--- src/rtl/hsob_pkg.sv ---
// Shared types, constants and tables for the harmonic oscillator bank.
// No dependencies.
package hsob_pkg;

    localparam int NUM_HARMONICS_DEF = 8;
    localparam int CORDIC_ITER_DEF   = 24;

    localparam logic signed [23:0] Q22_ONE   = 24'sh400000;
    localparam logic signed [23:0] S24_MAX   = 24'sh7FFFFF;
    localparam logic signed [23:0] S24_MIN   = -24'sh800000;
    localparam logic signed [33:0] CORDIC_X0 = 34'sd652032874;

    typedef logic signed [23:0] q22_t;

    function automatic logic [31:0] atan_turn(input logic [4:0] idx);
        logic [31:0] r;
        case (idx)
            5'd0:  r = 32'd536870912;
            5'd1:  r = 32'd316933406;
            5'd2:  r = 32'd167458907;
            5'd3:  r = 32'd85004756;
            5'd4:  r = 32'd42667266;
            5'd5:  r = 32'd21354465;
            5'd6:  r = 32'd10679838;
            5'd7:  r = 32'd5340245;
            5'd8:  r = 32'd2670163;
            5'd9:  r = 32'd1335087;
            5'd10: r = 32'd667544;
            5'd11: r = 32'd333772;
            5'd12: r = 32'd166886;
            5'd13: r = 32'd83443;
            5'd14: r = 32'd41722;
            5'd15: r = 32'd20861;
            5'd16: r = 32'd10430;
            5'd17: r = 32'd5215;
            5'd18: r = 32'd2608;
            5'd19: r = 32'd1304;
            5'd20: r = 32'd652;
            5'd21: r = 32'd326;
            5'd22: r = 32'd163;
            5'd23: r = 32'd81;
            5'd24: r = 32'd41;
            5'd25: r = 32'd20;
            5'd26: r = 32'd10;
            5'd27: r = 32'd5;
            5'd28: r = 32'd3;
            5'd29: r = 32'd1;
            5'd30: r = 32'd1;
            default: r = 32'd0;
        endcase
        return r;
    endfunction

    function automatic q22_t sat24(input logic signed [33:0] v);
        q22_t r;
        if (v > 34'(S24_MAX)) begin
            r = S24_MAX;
        end else if (v < 34'(S24_MIN)) begin
            r = S24_MIN;
        end else begin
            r = v[23:0];
        end
        return r;
    endfunction

endpackage

--- src/rtl/hsob_cordic.sv ---
// Iterative rotation-mode CORDIC, one micro-rotation per cycle.
// Depends on hsob_pkg.
module hsob_cordic #(
    parameter int ITER = hsob_pkg::CORDIC_ITER_DEF
) (
    input  logic              aclk,
    input  logic              aresetn,
    input  logic              start,
    input  logic [31:0]       phase,
    output logic              done,
    output hsob_pkg::q22_t    sin_out,
    output hsob_pkg::q22_t    cos_out
);
    localparam int CNT_W = $clog2(ITER);

    logic                    busy_reg, busy_next;
    logic                    done_reg, done_next;
    logic [CNT_W-1:0]        iter_reg, iter_next;
    logic signed [33:0]      x_reg, x_next, y_reg, y_next, z_reg, z_next;
    logic                    neg_reg, neg_next;
    hsob_pkg::q22_t          sin_reg, sin_next, cos_reg, cos_next;

    logic signed [33:0] z0, xs, ys, at, xn, yn, xr, yr;

    always_comb begin
        busy_next = busy_reg;
        done_next = 1'b0;
        iter_next = iter_reg;
        x_next    = x_reg;
        y_next    = y_reg;
        z_next    = z_reg;
        neg_next  = neg_reg;
        sin_next  = sin_reg;
        cos_next  = cos_reg;
        z0 = {{2{phase[31]}}, phase};
        xs = x_reg >>> iter_reg;
        ys = y_reg >>> iter_reg;
        at = $signed({2'b00, hsob_pkg::atan_turn(5'(iter_reg))});
        if (z_reg >= 0) begin
            xn = x_reg - ys;
            yn = y_reg + xs;
        end else begin
            xn = x_reg + ys;
            yn = y_reg - xs;
        end
        xr = (xn + 34'sd128) >>> 8;
        yr = (yn + 34'sd128) >>> 8;
        if (neg_reg) begin
            xr = -xr;
            yr = -yr;
        end
        if (start) begin
            busy_next = 1'b1;
            iter_next = '0;
            x_next    = hsob_pkg::CORDIC_X0;
            y_next    = '0;
            neg_next  = 1'b0;
            z_next    = z0;
            if (z0 > 34'sd1073741824) begin
                z_next   = z0 - 34'sd2147483648;
                neg_next = 1'b1;
            end else if (z0 < -34'sd1073741824) begin
                z_next   = z0 + 34'sd2147483648;
                neg_next = 1'b1;
            end
        end else if (busy_reg) begin
            x_next = xn;
            y_next = yn;
            z_next = (z_reg >= 0) ? z_reg - at : z_reg + at;
            iter_next = iter_reg + 1'b1;
            if (iter_reg == CNT_W'(ITER - 1)) begin
                busy_next = 1'b0;
                done_next = 1'b1;
                cos_next  = hsob_pkg::sat24(xr);
                sin_next  = hsob_pkg::sat24(yr);
            end
        end
    end

    always_ff @(posedge aclk) begin
        if (!aresetn) begin
            busy_reg <= 1'b0;
            done_reg <= 1'b0;
        end else begin
            busy_reg <= busy_next;
            done_reg <= done_next;
        end
        iter_reg <= iter_next;
        x_reg    <= x_next;
        y_reg    <= y_next;
        z_reg    <= z_next;
        neg_reg  <= neg_next;
        sin_reg  <= sin_next;
        cos_reg  <= cos_next;
    end

    assign done    = done_reg;
    assign sin_out = sin_reg;
    assign cos_out = cos_reg;
endmodule

--- src/rtl/hsob_rotate.sv ---
// Bit-serial coupled-form rotation of one oscillator, one coefficient bit per cycle.
// Depends on hsob_pkg.
module hsob_rotate (
    input  logic           aclk,
    input  logic           aresetn,
    input  logic           start,
    input  hsob_pkg::q22_t s_in,
    input  hsob_pkg::q22_t c_in,
    input  hsob_pkg::q22_t ss_in,
    input  hsob_pkg::q22_t sc_in,
    output logic           done,
    output hsob_pkg::q22_t s_out,
    output hsob_pkg::q22_t c_out
);
    logic               busy_reg, busy_next, done_reg, done_next;
    logic [4:0]         cnt_reg, cnt_next;
    logic signed [49:0] ps_reg, ps_next, pc_reg, pc_next;
    logic signed [49:0] as_reg, as_next, ac_reg, ac_next;
    logic [23:0]        mss_reg, mss_next, msc_reg, msc_next;
    hsob_pkg::q22_t     s_reg, s_next, c_reg, c_next;

    logic               last;
    logic signed [49:0] tps, tpc, fin_s, fin_c;

    always_comb begin
        busy_next = busy_reg;
        done_next = 1'b0;
        cnt_next  = cnt_reg;
        ps_next   = ps_reg;
        pc_next   = pc_reg;
        as_next   = as_reg;
        ac_next   = ac_reg;
        mss_next  = mss_reg;
        msc_next  = msc_reg;
        s_next    = s_reg;
        c_next    = c_reg;
        last = (cnt_reg == 5'd23);
        tps  = last ? -ps_reg : ps_reg;
        tpc  = last ? -pc_reg : pc_reg;
        as_next = as_reg + (msc_reg[0] ? tps : 50'sd0) + (mss_reg[0] ? tpc : 50'sd0);
        ac_next = ac_reg + (msc_reg[0] ? tpc : 50'sd0) - (mss_reg[0] ? tps : 50'sd0);
        fin_s = (as_next + 50'sd2097152) >>> 22;
        fin_c = (ac_next + 50'sd2097152) >>> 22;
        if (start) begin
            busy_next = 1'b1;
            cnt_next  = '0;
            ps_next   = 50'(s_in);
            pc_next   = 50'(c_in);
            as_next   = '0;
            ac_next   = '0;
            mss_next  = ss_in;
            msc_next  = sc_in;
        end else if (busy_reg) begin
            cnt_next = cnt_reg + 1'b1;
            ps_next  = ps_reg <<< 1;
            pc_next  = pc_reg <<< 1;
            mss_next = mss_reg >> 1;
            msc_next = msc_reg >> 1;
            if (last) begin
                busy_next = 1'b0;
                done_next = 1'b1;
                s_next    = hsob_pkg::sat24(fin_s[33:0]);
                c_next    = hsob_pkg::sat24(fin_c[33:0]);
            end
        end else begin
            as_next = as_reg;
            ac_next = ac_reg;
        end
    end

    always_ff @(posedge aclk) begin
        if (!aresetn) begin
            busy_reg <= 1'b0;
            done_reg <= 1'b0;
        end else begin
            busy_reg <= busy_next;
            done_reg <= done_next;
        end
        cnt_reg <= cnt_next;
        ps_reg  <= ps_next;
        pc_reg  <= pc_next;
        as_reg  <= as_next;
        ac_reg  <= ac_next;
        mss_reg <= mss_next;
        msc_reg <= msc_next;
        s_reg   <= s_next;
        c_reg   <= c_next;
    end

    assign done  = done_reg;
    assign s_out = s_reg;
    assign c_out = c_reg;
endmodule

--- src/rtl/hsob_divider.sv ---
// Restoring divider, one quotient bit per cycle, sixteen-bit quotient.
// No dependencies on other files.
module hsob_divider #(
    parameter int NUM_W = 46,
    parameter int DEN_W = 31
) (
    input  logic             aclk,
    input  logic             aresetn,
    input  logic             start,
    input  logic [NUM_W-1:0] num,
    input  logic [DEN_W-1:0] den,
    output logic             done,
    output logic [15:0]      quot
);
    localparam int CMP_W = ((NUM_W > DEN_W + 15) ? NUM_W : DEN_W + 15) + 1;

    logic             busy_reg, busy_next, done_reg, done_next;
    logic [3:0]       cnt_reg, cnt_next;
    logic [CMP_W-1:0] rem_reg, rem_next, dsh_reg, dsh_next;
    logic [15:0]      q_reg, q_next;
    logic             ge;

    always_comb begin
        busy_next = busy_reg;
        done_next = 1'b0;
        cnt_next  = cnt_reg;
        rem_next  = rem_reg;
        dsh_next  = dsh_reg;
        q_next    = q_reg;
        ge = (rem_reg >= dsh_reg);
        if (start) begin
            busy_next = 1'b1;
            cnt_next  = '0;
            rem_next  = CMP_W'(num);
            dsh_next  = CMP_W'(den) << 15;
            q_next    = '0;
        end else if (busy_reg) begin
            if (ge) begin
                rem_next = rem_reg - dsh_reg;
            end
            q_next   = {q_reg[14:0], ge};
            dsh_next = dsh_reg >> 1;
            cnt_next = cnt_reg + 1'b1;
            if (cnt_reg == 4'd15) begin
                busy_next = 1'b0;
                done_next = 1'b1;
            end
        end
    end

    always_ff @(posedge aclk) begin
        if (!aresetn) begin
            busy_reg <= 1'b0;
            done_reg <= 1'b0;
        end else begin
            busy_reg <= busy_next;
            done_reg <= done_next;
        end
        cnt_reg <= cnt_next;
        rem_reg <= rem_next;
        dsh_reg <= dsh_next;
        q_reg   <= q_next;
    end

    assign done = done_reg;
    assign quot = q_reg;
endmodule

--- src/rtl/harmonic_sine_oscillator_bank_core.sv ---
// Harmonic sine oscillator bank: note load via CORDIC, tick via serial rotation and mix.
// Note item: its time is bound by the CORDIC.
// Tick item: the result comes from bit-serial multipliers.
// One item at a time; the output register lets a new item in while a sample waits.
// Reset (aresetn low, synchronous) sets every oscillator to zero frequency: output silent.
// Depends on hsob_pkg, hsob_cordic, hsob_rotate, hsob_divider.
module harmonic_sine_oscillator_bank_core #(
    parameter int NUM_HARMONICS     = hsob_pkg::NUM_HARMONICS_DEF,
    parameter int CORDIC_ITERATIONS = hsob_pkg::CORDIC_ITER_DEF
) (
    input  logic               aclk,
    input  logic               aresetn,
    input  logic               s_valid,
    output logic               s_ready,
    input  logic               s_kind,
    input  logic [31:0]        s_fundamental_step,
    input  logic [15:0]        s_harmonic_spread,
    input  logic [15:0]        s_decay,
    output logic               m_valid,
    input  logic               m_ready,
    output logic signed [15:0] m_sample
);
    localparam int IDX_W   = (NUM_HARMONICS > 1) ? $clog2(NUM_HARMONICS) : 1;
    localparam int SCALE_W = 16 + $clog2(NUM_HARMONICS);
    localparam int ACC_W   = 40 + $clog2(NUM_HARMONICS);
    localparam int DEN_W   = SCALE_W + 10;
    localparam int NUM_W   = ACC_W + 1;

    typedef enum logic [7:0] {
        ST_IDLE = 8'b0000_0001,
        ST_NMUL = 8'b0000_0010,
        ST_CORD = 8'b0000_0100,
        ST_ROT  = 8'b0000_1000,
        ST_WGT  = 8'b0001_0000,
        ST_PREP = 8'b0010_0000,
        ST_DIV  = 8'b0100_0000,
        ST_OUT  = 8'b1000_0000
    } state_t;

    state_t state_reg, state_next;

    hsob_pkg::q22_t osc_sin_reg [NUM_HARMONICS];
    hsob_pkg::q22_t osc_cos_reg [NUM_HARMONICS];
    hsob_pkg::q22_t stp_sin_reg [NUM_HARMONICS];
    hsob_pkg::q22_t stp_cos_reg [NUM_HARMONICS];

    logic [IDX_W-1:0]        idx_reg, idx_next;
    logic [3:0]              cnt_reg, cnt_next;
    logic [31:0]             fsh_reg, fsh_next, fh_reg, fh_next, ph_reg, ph_next;
    logic [5:0]              hsh_reg, hsh_next;
    logic [15:0]             amp_reg, amp_next, ash_reg, ash_next;
    logic [31:0]             dsh_reg, dsh_next;
    logic [30:0]             prod_reg, prod_next;
    logic signed [39:0]      wsh_reg, wsh_next;
    logic signed [ACC_W-1:0] acc_reg, acc_next;
    logic [SCALE_W-1:0]      scale_reg, scale_next;
    logic                    neg_reg, neg_next;
    logic [NUM_W-1:0]        num_reg, num_next;
    logic [DEN_W-1:0]        den_reg, den_next;
    logic                    m_valid_reg, m_valid_next;
    logic signed [15:0]      m_sample_reg, m_sample_next;
    logic                    cord_go_reg, cord_go_next, rot_go_reg, rot_go_next;
    logic                    div_go_reg, div_go_next;

    logic                    wr_step, wr_osc;
    logic [16:0]             spread_sum;
    logic [5:0]              h_val;
    logic [15:0]             d_clamp;
    logic [ACC_W-1:0]        mag;
    logic [DEN_W-1:0]        den_val;
    logic [30:0]             amp_round;
    logic [15:0]             qmag;

    logic                    cord_done, rot_done, div_done;
    hsob_pkg::q22_t          cord_sin, cord_cos, rot_s, rot_c;
    logic [15:0]             quot;

    hsob_cordic #(.ITER(CORDIC_ITERATIONS)) u_cordic (
        .aclk(aclk), .aresetn(aresetn), .start(cord_go_reg), .phase(ph_reg),
        .done(cord_done), .sin_out(cord_sin), .cos_out(cord_cos)
    );

    hsob_rotate u_rotate (
        .aclk(aclk), .aresetn(aresetn), .start(rot_go_reg),
        .s_in(osc_sin_reg[idx_reg]), .c_in(osc_cos_reg[idx_reg]),
        .ss_in(stp_sin_reg[idx_reg]), .sc_in(stp_cos_reg[idx_reg]),
        .done(rot_done), .s_out(rot_s), .c_out(rot_c)
    );

    hsob_divider #(.NUM_W(NUM_W), .DEN_W(DEN_W)) u_divider (
        .aclk(aclk), .aresetn(aresetn), .start(div_go_reg), .num(num_reg),
        .den(den_reg), .done(div_done), .quot(quot)
    );

    assign s_ready  = (state_reg == ST_IDLE);
    assign m_valid  = m_valid_reg;
    assign m_sample = m_sample_reg;

    always_comb begin
        state_next    = state_reg;
        idx_next      = idx_reg;
        cnt_next      = cnt_reg;
        fsh_next      = fsh_reg;
        fh_next       = fh_reg;
        ph_next       = ph_reg;
        hsh_next      = hsh_reg;
        amp_next      = amp_reg;
        ash_next      = ash_reg;
        dsh_next      = dsh_reg;
        prod_next     = prod_reg;
        wsh_next      = wsh_reg;
        acc_next      = acc_reg;
        scale_next    = scale_reg;
        neg_next      = neg_reg;
        num_next      = num_reg;
        den_next      = den_reg;
        m_valid_next  = m_valid_reg;
        m_sample_next = m_sample_reg;
        cord_go_next  = 1'b0;
        rot_go_next   = 1'b0;
        div_go_next   = 1'b0;
        wr_step       = 1'b0;
        wr_osc        = 1'b0;

        spread_sum = {1'b0, s_harmonic_spread} + 17'd2047;
        h_val      = (spread_sum[16:11] == 6'd0) ? 6'd1 : spread_sum[16:11];
        d_clamp    = (s_decay > 16'd32768) ? 16'd32768 : s_decay;
        mag        = acc_reg[ACC_W-1] ? ACC_W'(-acc_reg) : ACC_W'(acc_reg);
        den_val    = (DEN_W'(scale_reg) << 9) + (DEN_W'(scale_reg) << 7);
        amp_round  = prod_reg + 31'd16384;
        qmag       = (quot > 16'd32768) ? 16'd32768 : quot;

        if (m_valid_reg && m_ready) begin
            m_valid_next = 1'b0;
        end

        case (state_reg)
            ST_IDLE: begin
                idx_next = '0;
                cnt_next = '0;
                if (s_valid) begin
                    if (!s_kind) begin
                        fsh_next   = s_fundamental_step;
                        ph_next    = s_fundamental_step;
                        hsh_next   = h_val;
                        fh_next    = '0;
                        state_next = ST_NMUL;
                    end else begin
                        dsh_next    = {16'd0, d_clamp};
                        amp_next    = 16'd32768;
                        acc_next    = '0;
                        scale_next  = '0;
                        rot_go_next = 1'b1;
                        state_next  = ST_ROT;
                    end
                end
            end
            ST_NMUL: begin
                if (hsh_reg[0]) begin
                    fh_next = fh_reg + fsh_reg;
                end
                fsh_next = fsh_reg << 1;
                hsh_next = hsh_reg >> 1;
                cnt_next = cnt_reg + 1'b1;
                if (cnt_reg == 4'd5) begin
                    cord_go_next = 1'b1;
                    state_next   = ST_CORD;
                end
            end
            ST_CORD: begin
                if (cord_done) begin
                    wr_step = 1'b1;
                    if (idx_reg == IDX_W'(NUM_HARMONICS - 1)) begin
                        state_next = ST_IDLE;
                    end else begin
                        idx_next     = idx_reg + 1'b1;
                        ph_next      = ph_reg + fh_reg;
                        cord_go_next = 1'b1;
                    end
                end
            end
            ST_ROT: begin
                if (rot_done) begin
                    wr_osc     = 1'b1;
                    wsh_next   = 40'(rot_s);
                    ash_next   = amp_reg;
                    prod_next  = '0;
                    scale_next = scale_reg + SCALE_W'(amp_reg);
                    cnt_next   = '0;
                    state_next = ST_WGT;
                end
            end
            ST_WGT: begin
                if (ash_reg[0]) begin
                    acc_next  = acc_reg + ACC_W'(wsh_reg);
                    prod_next = prod_reg + dsh_reg[30:0];
                end
                wsh_next = wsh_reg <<< 1;
                dsh_next = dsh_reg << 1;
                ash_next = ash_reg >> 1;
                cnt_next = cnt_reg + 1'b1;
                if (cnt_reg == 4'd15) begin
                    dsh_next = dsh_reg >> 15;
                    if (idx_reg == IDX_W'(NUM_HARMONICS - 1)) begin
                        state_next = ST_PREP;
                    end else begin
                        idx_next    = idx_reg + 1'b1;
                        rot_go_next = 1'b1;
                        state_next  = ST_ROT;
                    end
                end
            end
            ST_PREP: begin
                neg_next    = acc_reg[ACC_W-1];
                den_next    = den_val;
                num_next    = NUM_W'(mag) + NUM_W'(den_val >> 1);
                div_go_next = 1'b1;
                state_next  = ST_DIV;
            end
            ST_DIV: begin
                if (div_done) begin
                    state_next = ST_OUT;
                end
            end
            ST_OUT: begin
                if (!m_valid_reg || m_ready) begin
                    m_valid_next = 1'b1;
                    if (neg_reg) begin
                        m_sample_next = -$signed(17'(qmag)) >= -17'sd32768 ?
                                        16'(-$signed(17'(qmag))) : 16'sh8000;
                    end else begin
                        m_sample_next = (qmag > 16'd32767) ? 16'sh7FFF : $signed(qmag);
                    end
                    state_next = ST_IDLE;
                end
            end
            default: begin
                state_next = ST_IDLE;
            end
        endcase

        if (state_reg == ST_WGT && cnt_reg == 4'd15) begin
            amp_next = 16'((ash_reg[0] ? (amp_round + dsh_reg[30:0]) : amp_round) >> 15);
        end
    end

    always_ff @(posedge aclk) begin
        if (!aresetn) begin
            state_reg   <= ST_IDLE;
            m_valid_reg <= 1'b0;
            cord_go_reg <= 1'b0;
            rot_go_reg  <= 1'b0;
            div_go_reg  <= 1'b0;
            for (int i = 0; i < NUM_HARMONICS; i++) begin
                osc_sin_reg[i] <= '0;
                osc_cos_reg[i] <= hsob_pkg::Q22_ONE;
                stp_sin_reg[i] <= '0;
                stp_cos_reg[i] <= hsob_pkg::Q22_ONE;
            end
        end else begin
            state_reg   <= state_next;
            m_valid_reg <= m_valid_next;
            cord_go_reg <= cord_go_next;
            rot_go_reg  <= rot_go_next;
            div_go_reg  <= div_go_next;
            if (wr_step) begin
                stp_sin_reg[idx_reg] <= cord_sin;
                stp_cos_reg[idx_reg] <= cord_cos;
                osc_sin_reg[idx_reg] <= '0;
                osc_cos_reg[idx_reg] <= hsob_pkg::Q22_ONE;
            end
            if (wr_osc) begin
                osc_sin_reg[idx_reg] <= rot_s;
                osc_cos_reg[idx_reg] <= rot_c;
            end
        end
        idx_reg      <= idx_next;
        cnt_reg      <= cnt_next;
        fsh_reg      <= fsh_next;
        fh_reg       <= fh_next;
        ph_reg       <= ph_next;
        hsh_reg      <= hsh_next;
        amp_reg      <= amp_next;
        ash_reg      <= ash_next;
        dsh_reg      <= dsh_next;
        prod_reg     <= prod_next;
        wsh_reg      <= wsh_next;
        acc_reg      <= acc_next;
        scale_reg    <= scale_next;
        neg_reg      <= neg_next;
        num_reg      <= num_next;
        den_reg      <= den_next;
        m_sample_reg <= m_sample_next;
    end

    a_cord_done_in_load: assert property (@(posedge aclk) disable iff (!aresetn)
        cord_done |-> state_reg == ST_CORD)
        else $error("CORDIC finished outside a note load");

    a_rot_done_in_tick: assert property (@(posedge aclk) disable iff (!aresetn)
        rot_done |-> state_reg == ST_ROT)
        else $error("rotation finished outside a tick");

    a_result_from_out: assert property (@(posedge aclk) disable iff (!aresetn)
        $rose(m_valid_reg) |-> $past(state_reg == ST_OUT))
        else $error("result raised without a finished tick");
endmodule

--- config.mk ---
export PLATFORM = sky130hd
export DESIGN_NAME = harmonic_sine_oscillator_bank_core
export DESIGN_NICKNAME = d
export VERILOG_FILES = /design/src/rtl/hsob_pkg.sv /design/src/rtl/hsob_cordic.sv /design/src/rtl/hsob_rotate.sv /design/src/rtl/hsob_divider.sv /design/src/rtl/harmonic_sine_oscillator_bank_core.sv
export SDC_FILE = /design/constraint.sdc
export NUM_CORES = 2
export LEC_CHECK = 0
export ABC_CLOCK_PERIOD_IN_PS = 8150
export BUFFER_PORTS_ARGS = -buffer_cell sky130_fd_sc_hd__buf_2
export CORE_AREA = 4 4 458 460
export DETAILED_ROUTE_END_ITERATION = 8
export DIE_AREA = 0 0 462 464
export HOLD_SLACK_MARGIN = 0.15
export PLACE_DENSITY = 0.74
export SLEW_MARGIN = 20
export SYNTH_ARGS = -nofsm -noshare
export SYNTH_HDL_FRONTEND = slang
export SYNTH_SLANG_ARGS = --single-unit
--- constraint.sdc ---
create_clock -name aclk -period 8.15 [get_ports aclk]
set_input_delay 0.4075 -clock aclk [delete_from_list [all_inputs] [get_ports aclk]]
set_output_delay 0.4075 -clock aclk [all_outputs]
set_load 0.02 [all_outputs]
==> qor_table.md <==
| Step | Parameter | Value |
|:---|:---|:---|
| outcome | Run status | completed |
| worst hold path | Kind of path behind the tightest hold check | in -> reg |
| cts | CTS sink count | 1,774 |
| sta | Headroom to the max-slew limit | 21.1% |
| die | Top-level I/O count | 87 |
| detailed routing | Drt first pass iters | 8 |
| cts | Max Root-Sink Buffers | 3 |
| power and ir drop | Switching Power | 0.0148 W |
| synth | Synthesized area | 112,000 um^2 |
| final layout | Area taken by flip-flops and latches | 50,700 um^2 |
| cts | Library cell used as clock root buffer | clkbuf_16 |
| detailed routing | Post-DRT Antenna Nets | 0 |
| die | Initial core utilization | 54.6% |
| worst setup path | Worst flop-to-flop path startpoint | u_cordic.iter_reg[0]$_SDFFE_PP0P_ |
| synth | Post-synth EDFFs | 1,509 |
| synth | Largest area contributor in the netlist | edfxtp_1 |
| cts | Clock buffer count from CTS | 188 |
| sta | Number of max-slew violations in the final report | 0 |
| power and ir drop | Portion of total power attributed to combinational logic | 46.1% |
| synth | Number of cells produced by synthesis | 10,900 |
| place | Final Wtd Congestion | 0.984 |
| synth | Share of the synthesized area in the top cell type | 40.3% |
| global routing | Layer with the highest usage after global routing | met2 |
| sta | Count of endpoints failing setup in the final report | 0 |
| final layout | Area Overhead vs Synth | 11.0% |
| worst setup path | Worst R2R Path Depth | 27 |
| detailed routing | Starting DRT DRC Count | 8,665 |
| power and ir drop | Clk pwr share | 23.3% |
| synth | Number of distinct library cells after synthesis | 115 |
| sta | Least-Margin Pin Slew | 1.18 ns |
| final layout | Ratio of cells with drive above 1 in the final layout | 11.5% |
| power and ir drop | Sequential share of power | 30.5% |
| place | PortBufs | 86 |
| worst setup path | Critical path data required time | 8.83 ns |
| synth | Commonest register cell after synthesis | edfxtp_1 |
| global routing | Vias in the first global route | 84,600 |
| power and ir drop | Power per unit of standard cell area | 302 nW/um^2 |
| place | Worst setup slack after placement | -0.0596 ns |
| worst setup path | Critical Path Sink | u_cordic.sin_out[1]$_SDFFCE_PN1P_ |
| synth | Most frequent cells after synthesis | 1,509 x edfxtp_1, 970 x nand2_1, 893 x and2_1 |
| worst setup path | Sort of element at the end of the critical path | flop |
| synth | Synthesis-stage register bit count | 1,774 |
| sta | Post-route setup slack | 0.284 ns |
| worst setup path | Critical Path AT | 8.55 ns |
| detailed routing | Via Count | 85,200 |
| synth | Leading cell type by number of instances after synthesis | edfxtp_1 |
| final layout | Total non-filler cell area in the finished layout | 125,000 um^2 |
| global routing | Global-route wire length before repair | 476 mm |
| global routing | Global-route total usage across every layer | 27.9% |
| global routing | Initial antenna violation count | 6 |
| power and ir drop | Static leakage power | 48.1 nW |
| worst setup path | Register-to-register setup slack | 0.28 ns |
| sta | Hold Fails Final Rpt | 0 |
| global routing | Remaining global-route overflow | 0 |
| place | Placed instance area | 117,000 um^2 |
| synth | Warnings from Yosys | 0 |
| power and ir drop | Cell internal pwr | 0.0230 W |
| worst setup path | Kind of launch point of the worst setup path | flop |
| synth | Syn nets | 11,500 |
| detailed routing | Via density per instance | 6.13 |
| synth | Sequential element share of the synthesized area | 45.0% |
| detailed routing | Number of remaining DRC errors | 0 |
| power and ir drop | Switching Share | 39.1% |
| power and ir drop | Worst ir drop on vdd | 0.000276 V |
| cts | CTS tree | yes |
| synth | Share of synthesized flip-flops with an asynchronous set or reset | 0% |
| run | Number of maximum-capacitance violations | 0 |
| cts | Source-to-sink clock delay at the later pin of the worst-skew pair | 0.86 ns |
| global routing | Maximum number of pins on one net before global-route repair | 153 |
| place | Number of cells after detailed placement | 13,500 |
| detailed routing | Total routed wirelength | 305 mm |
| die | Horizontal extent of the die | 462 um |
| worst setup path | End of the worst register-to-register path | u_cordic.sin_out[1]$_SDFFCE_PN1P_ |
| die | Die Area | 214,000 um^2 |
| worst setup path | Critical Path Source | u_cordic.iter_reg[0]$_SDFFE_PP0P_ |
| detailed routing | Routed wirelength normalized by instance count | 22.0 um |
| die | FP Rows | 167 |
| final layout | Multi-input gate area | 58,300 um^2 |
| synth | Synthesized area divided by synthesized cell count | 10.4 um^2 |
| worst setup path | Critical path type | reg -> reg |
| global routing | Global-route met1 utilization | 38.0% |
| die | Die extent in y | 464 um |
| global routing | Routing usage on met3 | 4.31% |
| sta | Post-route worst hold slack | 0.256 ns |
| sta | Part of the cycle the worst path needs | 96.5% |
| sta | Fin crit period | 7.87 ns |
| sta | Fin Clk Skew | 0.0794 ns |
| final layout | Non-filler cells, final | 13,900 |
| cts | CTS H-tree lvls | 4 |
| die | Floorplan Core Area | 206,000 um^2 |
| synth | Most area-consuming cells after synthesis | edfxtp_1 40%, mux4_2 5.4%, ha_1 5.3% |
| final layout | Post-Route Utilization | 60.6% |
| place | Detailed placement HPWL | 208 mm |
| final layout | Final nets | 11,700 |
| cts | Clock-pin slew reported for the worst setup and hold paths after clock tree synthesis | 0.06 ns |
| worst setup path | Maximum fanout along the worst path | 23 |
| sta | Maximum frequency from static timing analysis | 127 MHz |
| final layout | Fill cell count | 16,600 |
| global routing | Met2 Use GR | 45.5% |
==> layer usage <==
layer	share of wire [%]	up-vias
li1	-	39600
met1	42	41700
met2	47	3307
met3	7.5	628
met4	3.7	4
met5	0.0082	-
==> worst min path at each step <==
stage	from	endpoint	slack [ns]	depth (start not counted)
global route	s_harmonic_spread[9]	hsh_reg[0]$_DFFE_PP_	0.26	6
CTS	s_harmonic_spread[5]	hsh_reg[0]$_DFFE_PP_	0.17	6
detailed placement	u_rotate.as_reg[28]$_SDFFE_PP0P_	u_rotate.as_reg[28]$_SDFFE_PP0P_	0.48	2
finish	s_harmonic_spread[5]	hsh_reg[0]$_DFFE_PP_	0.26	6
floorplan	cord_go_reg$_SDFF_PN0_	u_cordic.neg_reg$_SDFFCE_PP1P_	0.43	0
global placement	u_rotate.as_reg[2]$_SDFFE_PP0P_	u_rotate.as_reg[2]$_SDFFE_PP0P_	0.47	2
==> layout make-up <==
type                    instances  share of cell area (%)
clock buffers                 235                    4.02
diodes                          6                  0.0120
inverters                     583                    1.76
multi-input cells            7990                    46.7
well taps                    2704                    2.71
repair buffers                499                    3.12
clock inverters               110                    1.06
flip-flops and latches       1774                    40.6
==> power by group through the flow <==
stage	logic (W)	clock network (W)	registers (W)
after floorplan	0.0118	0	0.0114
after global placement	0.0164	0	0.0116
after detailed placement	0.0167	0	0.0117
after CTS	0.0168	0.00894	0.0115
after global routing	0.0190	0.00931	0.0116
final	0.0174	0.00880	0.0115
==> logic make-up (layout without fill, tap and decap cells) <==
logic type | Yosys count | count (layout) | synth area share (%)
AND/OR/NAND/NOR | 3829 | 3829 | 17.1
XOR/XNOR | 774 | 774 | 6.07
buffers and inverters | 1097 | 1427 | 3.77
other | 1 | 7 | 0.00334
AO/OA/AOI/OAI | 2179 | 2179 | 12.2
adder cells (fa/ha/maj) | 584 | 584 | 7.23
multiplexers | 623 | 623 | 8.61
flip-flops | 1774 | 1774 | 45.0
==> cells in the final DEF, fill, tap and decap left out, types with 101 or more instances in the layout <==
cell type / instances
a21o_1: 195
o21ai_0: 592
mux4_2: 271
nor3_1: 188
xnor2_1: 455
and2_1: 893
fa_1: 110
inv_1: 576
nand2_1: 967
mux2i_1: 313
dfxtp_1: 251
nand2b_1: 101
ha_1: 473
xor2_1: 303
edfxtp_1: 1509
a21oi_1: 564
clkbuf_16: 191
nor2_1: 865
nand3_1: 179
buf_4: 334
==> critical path, cell delays in order, from the launching register on <==
cell and delay [ns]:
dfxtp_4 0.42, clkbuf_8 0.23, mux4_2 0.55, mux4_2 0.51
a21oi_2 0.19, or3b_4 0.44, nor4b_4 0.28, nand2_1 0.10
or2_2 0.32, o21ai_0 0.21, xnor2_1 0.16, ha_1 0.31
inv_1 0.17, o21bai_1 0.17, a21o_1 0.25, a311oi_1 0.27
o21ai_0 0.22, nor2b_1 0.20, and3_1 0.18, or3_1 0.40
a211o_1 0.32, or3_4 0.33, or3b_1 0.43, nand4bb_1 0.23
and3_1 0.19, a311o_1 0.35, buf_12 0.18, o21ai_0 0.09
==> through the flow <==
step / total power, W / TNS [ns]
floorplan: 0.0232 / 0
global placement: 0.0280 / 0
detailed placement: 0.0284 / -0.974
CTS: 0.0373 / 0
global route: 0.0399 / -2.54
finish: 0.0377 / 0
==> repair_timing <==
item                                   4_1_cts  5_1_grt
endpoints found under the hold margin       92        0
setup endpoints to repair                   25       96
hold buffers                                62        0
setup buffers                                0       29
pin swaps                                    0        9
cloned                                       0        2
resized for setup                            4       90
Note: power is estimated with default switching activity, not from simulation.
